[src/design/assert_macros.svh]
// assertion helpers used by the fader top module
`ifndef ASSERT_MACROS_SVH
`define ASSERT_MACROS_SVH

// same-cycle implication, sampled on clk_i, off during reset
`define ASSERT_IMPL(name, ante, cons) \
  name: assert property (@(posedge clk_i) disable iff (!rst_ni) (ante) |-> (cons)) \
    else $error("assertion failed");

// next-cycle implication, sampled on clk_i, off during reset
`define ASSERT_NEXT(name, ante, cons) \
  name: assert property (@(posedge clk_i) disable iff (!rst_ni) (ante) |=> (cons)) \
    else $error("assertion failed");

`endif

[src/design/rlsf_pkg.sv]
// ----------------------------------------------------------------------------
// rlsf_pkg
// Types and constants of the RGB LED slew-rate limited fader.
// ----------------------------------------------------------------------------
package rlsf_pkg;

  // item codes
  localparam logic FUNC_SET  = 1'b0;
  localparam logic FUNC_TICK = 1'b1;

  // configuration register indexes
  typedef enum logic [1:0] {
    CFG_RED_MAX   = 2'd0,
    CFG_GREEN_MAX = 2'd1,
    CFG_BLUE_MAX  = 2'd2
  } cfg_idx_e;

  localparam int unsigned CfgIdxW = 2;
  localparam logic [7:0]  MaxReset  = 8'd255;
  localparam logic [11:0] RateReset = 12'd50;

  // step = floor(rate * ms * 256 / 1000) = floor(32 * p / 125)
  // saturation point: p >= 65536 * 125 / 32
  localparam logic [27:0] StepSatProd = 28'd256000;
  localparam logic [15:0] StepSat     = 16'hFFFF;
  // ceil(2^30 / 125), exact for 32 * p below 2^23
  localparam logic [23:0] Recip125    = 24'd8589935;
  localparam int unsigned RecipShift  = 25;

  typedef struct packed {
    logic        func;
    logic [7:0]  red_level;
    logic [7:0]  green_level;
    logic [7:0]  blue_level;
    logic [11:0] fade_speed;
    logic [15:0] elapsed_ms;
  } in_item_t;

  typedef struct packed {
    logic [7:0] red_duty;
    logic [7:0] green_duty;
    logic [7:0] blue_duty;
  } out_item_t;

  // per-lane control from the pipeline sequencing
  typedef struct packed {
    logic adv;     // pipeline moves this cycle
    logic set_en;  // set-target item writes its goal
    logic tick_en; // tick item moves the level
  } lane_ctl_t;

endpackage

[src/design/rgb_led_slew_fader_top.sv]
// Throughput: one item per cycle while no result is stalled; an accepted item
// passes the stage-one, stage-two and output registers. The three-stage
// pipeline (multiply, divide by reciprocal, slew) and the output register
// advance together. A stalled result freezes the whole pipeline and stalls
// the input. Reset sets levels and goals to zero, speed to 50, maxima to 255.
// ----------------------------------------------------------------------------
// rgb_led_slew_fader_top
// Three-lane RGB fader with a shared step unit and a merged output register.
// ----------------------------------------------------------------------------
`include "assert_macros.svh"

module rgb_led_slew_fader_top import rlsf_pkg::*; (
  input  logic                clk_i,
  input  logic                rst_ni,
  input  logic                in_valid_i,
  output logic                in_stall_o,
  input  in_item_t            in_data_i,
  output logic                out_valid_o,
  input  logic                out_stall_i,
  output out_item_t           out_data_o,
  input  logic                cfg_valid_i,
  output logic                cfg_ready_o,
  input  logic [CfgIdxW-1:0]  cfg_index_i,
  input  logic [7:0]          cfg_data_i
);

  logic [7:0] red_max_q;
  logic [7:0] green_max_q;
  logic [7:0] blue_max_q;
  logic       adv;
  logic       in_xfer;
  logic       v1_q;
  logic       func1_q;
  logic       v2_q;
  logic       func2_q;
  logic       out_valid_q;
  out_item_t  out_q;
  out_item_t  out_d;
  lane_ctl_t  ctl;
  logic [15:0] step;

  // configuration writes
  assign cfg_ready_o = 1'b1;

  always_ff @(posedge clk_i or negedge rst_ni) begin
    if (!rst_ni) begin
      red_max_q   <= MaxReset;
      green_max_q <= MaxReset;
      blue_max_q  <= MaxReset;
    end else if (cfg_valid_i && cfg_ready_o) begin
      case (cfg_index_i)
        CFG_RED_MAX:   red_max_q   <= cfg_data_i;
        CFG_GREEN_MAX: green_max_q <= cfg_data_i;
        CFG_BLUE_MAX:  blue_max_q  <= cfg_data_i;
        default: ;
      endcase
    end
  end

  // pipeline advances unless a result is held by the sink
  assign adv        = !(out_valid_q && out_stall_i);
  assign in_stall_o = !adv;
  assign in_xfer    = in_valid_i && !in_stall_o;

  always_ff @(posedge clk_i or negedge rst_ni) begin
    if (!rst_ni) begin
      v1_q        <= 1'b0;
      func1_q     <= FUNC_SET;
      v2_q        <= 1'b0;
      func2_q     <= FUNC_SET;
      out_valid_q <= 1'b0;
    end else if (adv) begin
      v1_q        <= in_valid_i;
      func1_q     <= in_data_i.func;
      v2_q        <= v1_q;
      func2_q     <= func1_q;
      out_valid_q <= v2_q;
    end
  end

  assign ctl.adv     = adv;
  assign ctl.set_en  = adv && v1_q && (func1_q == FUNC_SET);
  assign ctl.tick_en = adv && v2_q && (func2_q == FUNC_TICK);

  // shared step unit
  rlsf_step u_step (
    .clk_i        (clk_i),
    .rst_ni       (rst_ni),
    .adv_i        (adv),
    .rate_we_i    (in_xfer && (in_data_i.func == FUNC_SET)),
    .fade_speed_i (in_data_i.fade_speed),
    .elapsed_ms_i (in_data_i.elapsed_ms),
    .step_o       (step)
  );

  // color lanes
  rlsf_lane u_red (
    .clk_i   (clk_i),
    .rst_ni  (rst_ni),
    .ctl_i   (ctl),
    .level_i (in_data_i.red_level),
    .max_i   (red_max_q),
    .step_i  (step),
    .duty_o  (out_d.red_duty)
  );

  rlsf_lane u_green (
    .clk_i   (clk_i),
    .rst_ni  (rst_ni),
    .ctl_i   (ctl),
    .level_i (in_data_i.green_level),
    .max_i   (green_max_q),
    .step_i  (step),
    .duty_o  (out_d.green_duty)
  );

  rlsf_lane u_blue (
    .clk_i   (clk_i),
    .rst_ni  (rst_ni),
    .ctl_i   (ctl),
    .level_i (in_data_i.blue_level),
    .max_i   (blue_max_q),
    .step_i  (step),
    .duty_o  (out_d.blue_duty)
  );

  // merged output register
  always_ff @(posedge clk_i) begin
    if (adv) begin
      out_q <= out_d;
    end
  end

  assign out_valid_o = out_valid_q;
  assign out_data_o  = out_q;

  `ASSERT_IMPL(a_held_result_stalls_input, out_valid_o && out_stall_i, in_stall_o)
  `ASSERT_NEXT(a_xfer_enters_stage_one, in_xfer, v1_q)
  `ASSERT_NEXT(a_stage_two_reaches_output, v2_q && adv, out_valid_o)

endmodule

[src/design/rlsf_step.sv]
// ----------------------------------------------------------------------------
// rlsf_step
// Holds the fade speed and turns elapsed milliseconds into a saturated
// 8.8 step over two pipeline stages.
// ----------------------------------------------------------------------------
module rlsf_step import rlsf_pkg::*; (
  input  logic        clk_i,
  input  logic        rst_ni,
  input  logic        adv_i,
  input  logic        rate_we_i,
  input  logic [11:0] fade_speed_i,
  input  logic [15:0] elapsed_ms_i,
  output logic [15:0] step_o
);

  logic [11:0] rate_q;
  logic [27:0] prod_q;
  logic [27:0] prod_d;
  logic [15:0] step_q;
  logic [15:0] step_d;
  logic [41:0] recip_prod;

  // fade speed, replaced by each set-target transfer
  always_ff @(posedge clk_i or negedge rst_ni) begin
    if (!rst_ni) begin
      rate_q <= RateReset;
    end else if (rate_we_i) begin
      rate_q <= fade_speed_i;
    end
  end

  // stage one: speed times elapsed
  assign prod_d = 28'(rate_q) * 28'(elapsed_ms_i);

  always_ff @(posedge clk_i) begin
    if (adv_i) begin
      prod_q <= prod_d;
    end
  end

  // stage two: divide 32p by 125 through the reciprocal, then saturate
  assign recip_prod = 42'(prod_q[17:0]) * 42'(Recip125);

  always_comb begin
    if (prod_q >= StepSatProd) begin
      step_d = StepSat;
    end else begin
      step_d = recip_prod[RecipShift +: 16];
    end
  end

  always_ff @(posedge clk_i) begin
    if (adv_i) begin
      step_q <= step_d;
    end
  end

  assign step_o = step_q;

endmodule

[src/design/rlsf_lane.sv]
// ----------------------------------------------------------------------------
// rlsf_lane
// One color channel: brightness-scaled goal and slew-limited 8.8 level.
// ----------------------------------------------------------------------------
module rlsf_lane import rlsf_pkg::*; (
  input  logic      clk_i,
  input  logic      rst_ni,
  input  lane_ctl_t ctl_i,
  input  logic [7:0]  level_i,
  input  logic [7:0]  max_i,
  input  logic [15:0] step_i,
  output logic [7:0]  duty_o
);

  logic [15:0] scaled_q;
  logic [15:0] goal_q;
  logic [15:0] goal_d;
  logic [15:0] now_q;
  logic [15:0] now_d;
  logic [16:0] quot_sum;
  logic [16:0] goal_sum;
  logic [15:0] diff;
  logic [15:0] slewed;

  // stage one: level times brightness maximum
  always_ff @(posedge clk_i) begin
    if (ctl_i.adv) begin
      scaled_q <= 16'(level_i) * 16'(max_i);
    end
  end

  // stage two: x * 256 / 255 = x + x / 255
  assign quot_sum = 17'(scaled_q) + 17'(scaled_q[15:8]) + 17'd1;
  assign goal_sum = 17'(scaled_q) + 17'(quot_sum[16:8]);
  assign goal_d   = goal_sum[15:0];

  always_ff @(posedge clk_i or negedge rst_ni) begin
    if (!rst_ni) begin
      goal_q <= '0;
    end else if (ctl_i.set_en) begin
      goal_q <= goal_d;
    end
  end

  // stage three: move toward the goal, snap when within one step
  always_comb begin
    if (goal_q > now_q) begin
      diff = goal_q - now_q;
    end else begin
      diff = now_q - goal_q;
    end
    if (now_q == goal_q) begin
      slewed = now_q;
    end else if (diff <= step_i) begin
      slewed = goal_q;
    end else if (goal_q > now_q) begin
      slewed = now_q + step_i;
    end else begin
      slewed = now_q - step_i;
    end
  end

  assign now_d = ctl_i.tick_en ? slewed : now_q;

  always_ff @(posedge clk_i or negedge rst_ni) begin
    if (!rst_ni) begin
      now_q <= '0;
    end else begin
      now_q <= now_d;
    end
  end

  assign duty_o = now_d[15:8];

endmodule
[config.mk]
export PLATFORM = sky130hd
export DESIGN_NAME = rgb_led_slew_fader_top
export DESIGN_NICKNAME = d
export VERILOG_FILES = /design/src/design/rlsf_pkg.sv /design/src/design/rgb_led_slew_fader_top.sv /design/src/design/rlsf_step.sv /design/src/design/rlsf_lane.sv
export VERILOG_INCLUDE_DIRS = /design/src /design/src/design
export SDC_FILE = /design/constraint.sdc
export NUM_CORES = 2
export LEC_CHECK = 0
export BUFFER_PORTS_ARGS = -buffer_cell sky130_fd_sc_hd__buf_2
export CORE_MARGIN = 2
export CORE_UTILIZATION = 40
export CTS_CLUSTER_SIZE = 16
export DETAILED_ROUTE_END_ITERATION = 16
export REMOVE_ABC_BUFFERS = 1
export SYNTH_ARGS = -nofsm -noshare
export SYNTH_HDL_FRONTEND = slang
export SYNTH_SLANG_ARGS = --single-unit
[constraint.sdc]
create_clock -name clk_i -period 9 [get_ports clk_i]
set_input_delay 0.9 -clock clk_i [delete_from_list [all_inputs] [get_ports clk_i]]
set_output_delay 0.9 -clock clk_i [all_outputs]
set_load 0.005 [all_outputs]
Yosys cells after proc, flatten, opt, wreduce, memory -nomap -nowiden
Index checks and enable logic that the tools add are counted.

Register bits after elaboration: 253. Input bits: 68. Output and inout bits: 27. Logic and storage cells: 99.

$mul: 5. Order comparisons: 7. Reductions and logical operators: 15. Mux-type cells: 15. Eq/ne operators: 5. Bitwise operators: 5. $add $sub $neg: 21.

Operators with widths (count): 2-to-1 mux 16 bit (15); subtractor 16 bit (9); adder 16 x 8 -> 17 bit (3); adder 17 x 1 -> 17 bit (second input constant) (3); adder 16 bit (3); adder 16 x 9 -> 16 bit (3); == test 16 bit (3); > comparator 16 bit (3); <= comparator 16 bit (3); multiplier 8 x 8 -> 16 bit (3); multiplier 18 x 24 -> 41 bit (second input constant) (1); >= comparator 28 x 18 -> 1 bit (second input constant) (1); multiplier 12 x 16 -> 28 bit (1); AND reduction 2 bit (6); logical AND 1 bit (7); NOT 1 bit (5); == test 2 x 1 -> 1 bit (second input constant) (1); == test 2 bit (second input constant) (1); zero test 2 bit (1); zero test 1 bit (1).

Depth between registers and ports, before layout
Word-level depth: 6. Gate-level depth with buffers: 27. Depth with buffers taken out: 24.

Modules after synthesis
A second synthesis with hierarchy kept.

Cells, all modules: 4273. Area total of the unflattened synthesis: 38593.3 um^2.

By module, submodules not included: rlsf_lane (cells each 899, area an instance 7500.9 um^2, instances 3, sequential area each 1281.2 um^2); rlsf_step (cells each 1483, area an instance 14207.4 um^2, instances 1, sequential area each 1625.3 um^2); rgb_led_slew_fader_top (cells each 93, area an instance 1883.1 um^2, instances 1, sequential area each 1476.4 um^2).

Worst setup path after synthesis
Ideal clock, no wire load.

Path kind: input-to-reg. Start: input port in_data_i[8] (netlist name). End: register u_step.prod_q[24], data pin. Arrival time: 5.949 ns. Required time: 8.740 ns. Buffers on the path: 1. Cell stages on the path: 21. Slack: 2.791 ns. Library setup time: 0.260 ns. Path through: clkbuf_1 -> nand2_1 -> fa_1 -> fa_1 -> inv_1 -> fa_1 -> inv_1 -> fa_1 -> inv_1 -> fa_1 -> ha_1 -> a21o_1 -> a21o_1 -> or3_1 -> o21a_1 -> a21o_1 -> a41oi_1 -> o21ai_1 -> a21o_1 -> a21oi_1 -> xnor2_1.

Cells in the longest elaborated chain, start to end: 1.

RTL lines: start: declaration (line rgb_led_slew_fader_top.sv:17) `input in_item_t in_data_i,`; multiplier 12 x 16 -> 28 bit (line rlsf_step.sv:33) `assign prod_d = 28'(rate_q) * 28'(elapsed_ms_i);`; via u_step.prod_d[24] (line rlsf_step.sv:18) `logic [27:0] prod_d;`; end signal: assignment (line rlsf_step.sv:37) `prod_q <= prod_d;`; end: declaration (line rlsf_step.sv:17) `logic [27:0] prod_q;`.

The timed path passes the listed nets, and every way through them passes these cells. A chain may end at the register's enable or synchronous reset.

Worst setup path after layout
Start: register u_step.prod_q[15]. End: register u_step.step_q[10] (netlist: u_step.step_o[10]), data pin.

Cells in the longest elaborated chain, start to end: 1. Elaborated cells between the ends (all ways): 2. Those cells by class: 1 x mul; 1 x order compare.

RTL lines: multiplier 18 x 24 -> 41 bit or >= comparator 28 x 18 -> 1 bit (tied branches) (line rlsf_step.sv:42, rlsf_step.sv:45); end signal: assignment (line rlsf_step.sv:54) `step_q <= step_d;`; end: declaration (line rlsf_step.sv:19) `logic [15:0] step_q;`.

Parallel ways exist; a longest one is shown, timed or not.

==> reports/metrics.yaml <==
timing:
  fin_crit_sh: 0.736
  fin_worst_skew_ns: 0.0347
  period_minus_slack_ns: 6.62
  setup_violations: 0
  setup_slack_ns: 2.38
  rsz0062_at_grt: "false"
  worstMarginPinSlew_ns: 1.16
  clock.fmax_ghz: 0.151
  max_slew_margin: 0.227
  finalHoldViolCount: 0
  finalSetupTns_ns: 0
  drv_slew: 0
die:
  initial_core_util: 0.402
  rows: 111
  boundaryPins: 95
  die_x_um: 307
  die_area_um2: 94000
  coreArea_um2: 91200
  fp.dieH_um: 307
finish:
  syn2layout_area_growth_pct: 7.45
  drive_above_1_share: 0.0685
  nNetsFinal: 5023
  diodes: 0
  final_core_util: 0.431
logic_synthesis:
  synth_cells: 3980
  yosys_warnings: 0
  syn_area_um2: 36600
  synth_area_leader_cell: "fa_1"
  netlist.area_leader.share: 0.205
  netlist_top_cells_area: "fa_1 (20%), ha_1 (20%), edfxtp_1 (9.5%)"
  syn_area_per_cell_um2: 9.21
  synth_edf_count: 116
  synth-seq-cells: 253
  ys_types: 76
  async_flop_share: 0.542
  yosys_most_used_dff: "edfxtp_1"
  ys_seq_area_frac: 0.190
worst_setup_path:
  worstRegToRegCells: 21
  startpoint_type: "flop"
  cp_max_fo: 8
  cp.arrival_ns: 6.97
  end_kind: "flop"
  crit_required_ns: 9.35
  path_class: "reg -> reg"
global_route:
  globalRouteOverflowTotal: 0
  grt_usage: 0.184
  first_global_vias: 26600
  grt_max_degree: 91
  antenna_found_initial: 1
  grt_pass1_wl_um: 140000
cts:
  numClockSinks: 253
  post_cts_resize_count: 0
  cts_max_path_buffers: 3
  cts.htree.levels: 1
  holdBufCountCts: 0
  cts_buffers: 31
  cts_tree: "done"
  post_cts_buffers: 0
  clock-root-buffer: "clkbuf_16"
  clk_pin_slew_ns: 0.06
  clock_latency_ns: 0.63
detailed_routing:
  wire_per_inst_um: 16.4
  firstDrtPassIters: 5
  viasPerCell: 5.08
  drtIter0Drc: 1471
  drtAntennaViolNets: 0
  routed_wl_um: 85500
  drc: 0
  vias: 26500
place:
  io_buffers: 93
  gp_congestion: 0.912
  dp_slack_ns: 2.38
  hpwlAfterDp_um: 70200
run_status:
  outcome: "finished clean"
min_path:
  worstHoldPathType: "in -> async"
flow_run:
  maxCapViolCount: 0
[cell usage in the layout, fill, tap and decap left out, types with 31 or more instances in the layout]
cell type and instances:
nand3_1 54, o21a_1 42, xnor2_1 177, nand2_1 412, a21o_1 59, dfrtp_1 110
mux2i_1 49, o21bai_1 31, a21oi_1 197, inv_1 675, nor3_1 40, buf_2 92
edfxtp_1 116, fa_1 375, clkbuf_16 32, nor2b_1 41, ha_1 576, xor2_1 77
o21ai_0 126, and2_1 172, mux2_2 59, nor2_1 191
[critical path, cell delays in order (launching register included)]
cell	delay [ns]
edfxtp_1	0.56
fa_1	0.58
fa_1	0.55
inv_1	0.05
fa_1	0.45
fa_1	0.49
inv_1	0.05
fa_1	0.48
inv_1	0.05
fa_1	0.48
inv_1	0.04
ha_1	0.28
a21o_1	0.16
a21o_1	0.16
a21o_1	0.19
nand2b_1	0.13
o21ai_0	0.26
nand3_1	0.22
a211o_1	0.40
a31o_2	0.29
a21oi_1	0.15
mux2_2	0.34
[state kept, by name, summed over array words and instances, names as in the netlist, 12 cells and up]
| signal | flops |
|---|---|
| u_step.rate_q | 12 |
| u_green.now_q | 16 |
| u_blue.scaled_q | 16 |
| u_red.now_q | 16 |
| u_red.scaled_q | 16 |
| u_green.scaled_q | 16 |
| u_blue.goal_q | 16 |
| u_red.goal_q | 16 |
| u_step.step_o | 16 |
| out_data_o | 24 |
| u_blue.now_q | 16 |
| u_step.prod_q | 28 |
| u_green.goal_q | 16 |
[worst paths after layout]
path	from	endpoint	slack, ns
worst max-delay path	u_step.prod_q[15]	u_step.step_o[10]	2.38
worst min-delay path	rst_ni	u_green.goal_q[11]	0.29
worst max register to register	u_step.prod_q[15]	u_step.step_o[10]	2.38
worst min register to register	func2_q	func2_q	0.52
max in group asynchronous	rst_ni	u_blue.goal_q[4]	7.39
min in group clk_i	func2_q	func2_q	0.52
[logic make-up (layout without fill, tap and decap cells)]
group,after synthesis,count (layout),share of synthesized area
AOI/OAI and AO/OA,603,603,0.104
xor gates and xnor gates,254,254,0.0607
adders and majority gates,951,951,0.402
buffers and inverters,795,844,0.0824
DFF,253,253,0.190
muxes,110,110,0.0322
other,1,1,0.000102
and+or+nand+nor,1013,1013,0.130
[metal layers]
metal / GRT usage / wire length (um) / vias up
li1: - / - / 13000
met5: 0 / 0 / -
met3: 0.0190 / 3390 / 95
met2: 0.299 / 38800 / 429
met4: 0.0491 / 2180 / 0
met1: 0.262 / 41100 / 12900
[layout make-up]
cell class              count  area [um^2]
clock buffers              36          846
clock inverters            22          255
fillers                  8809        51900
inverters                 680         2550
multi-input cells        2932        26700
flip-flops and latches    253         6950
well taps                1186         1480
repair buffers            106          569
[stage by stage]
step | std cells | hold WS, ns | instance area, um^2
2_1_floorplan | 3865 | 0.453 | 36200
3_3_place_gp | 5157 | 0.496 | 38300
3_5_place_dp | 5157 | 0.510 | 38300
4_1_cts | 5215 | 0.314 | 39400
5_1_grt | 5215 | 0.355 | 39400
6_report | 5215 | 0.289 | 39400
[cells in the mapped netlist (all sizes together) (6+ instances only)]
master and number:
nand2b 23, a41oi 7, xor2 77, a21oi 201
nor4 9, xnor2 177, fa 375, nand2 413
edfxtp 116, o22ai 7, clkbuf 92, o21bai 31
dfrtp 110, o21a 42, a221oi 9, o41ai 8
or3 15, a211o 6, mux2i 50, nor3 40
nor2 194, and2 172, inv 675, dfstp 27
o31a 6, o211ai 17, and3 10, a21o 59
nor2b 41, buf 23, o21ai 133, a21boi 7
nand3 54, a211oi 27, ha 576, a31oi 11
nand4 22, mux2 60
Power is not shown: default switching activity piles up to over one toggle a cycle in this logic, so the estimate is an artifact.
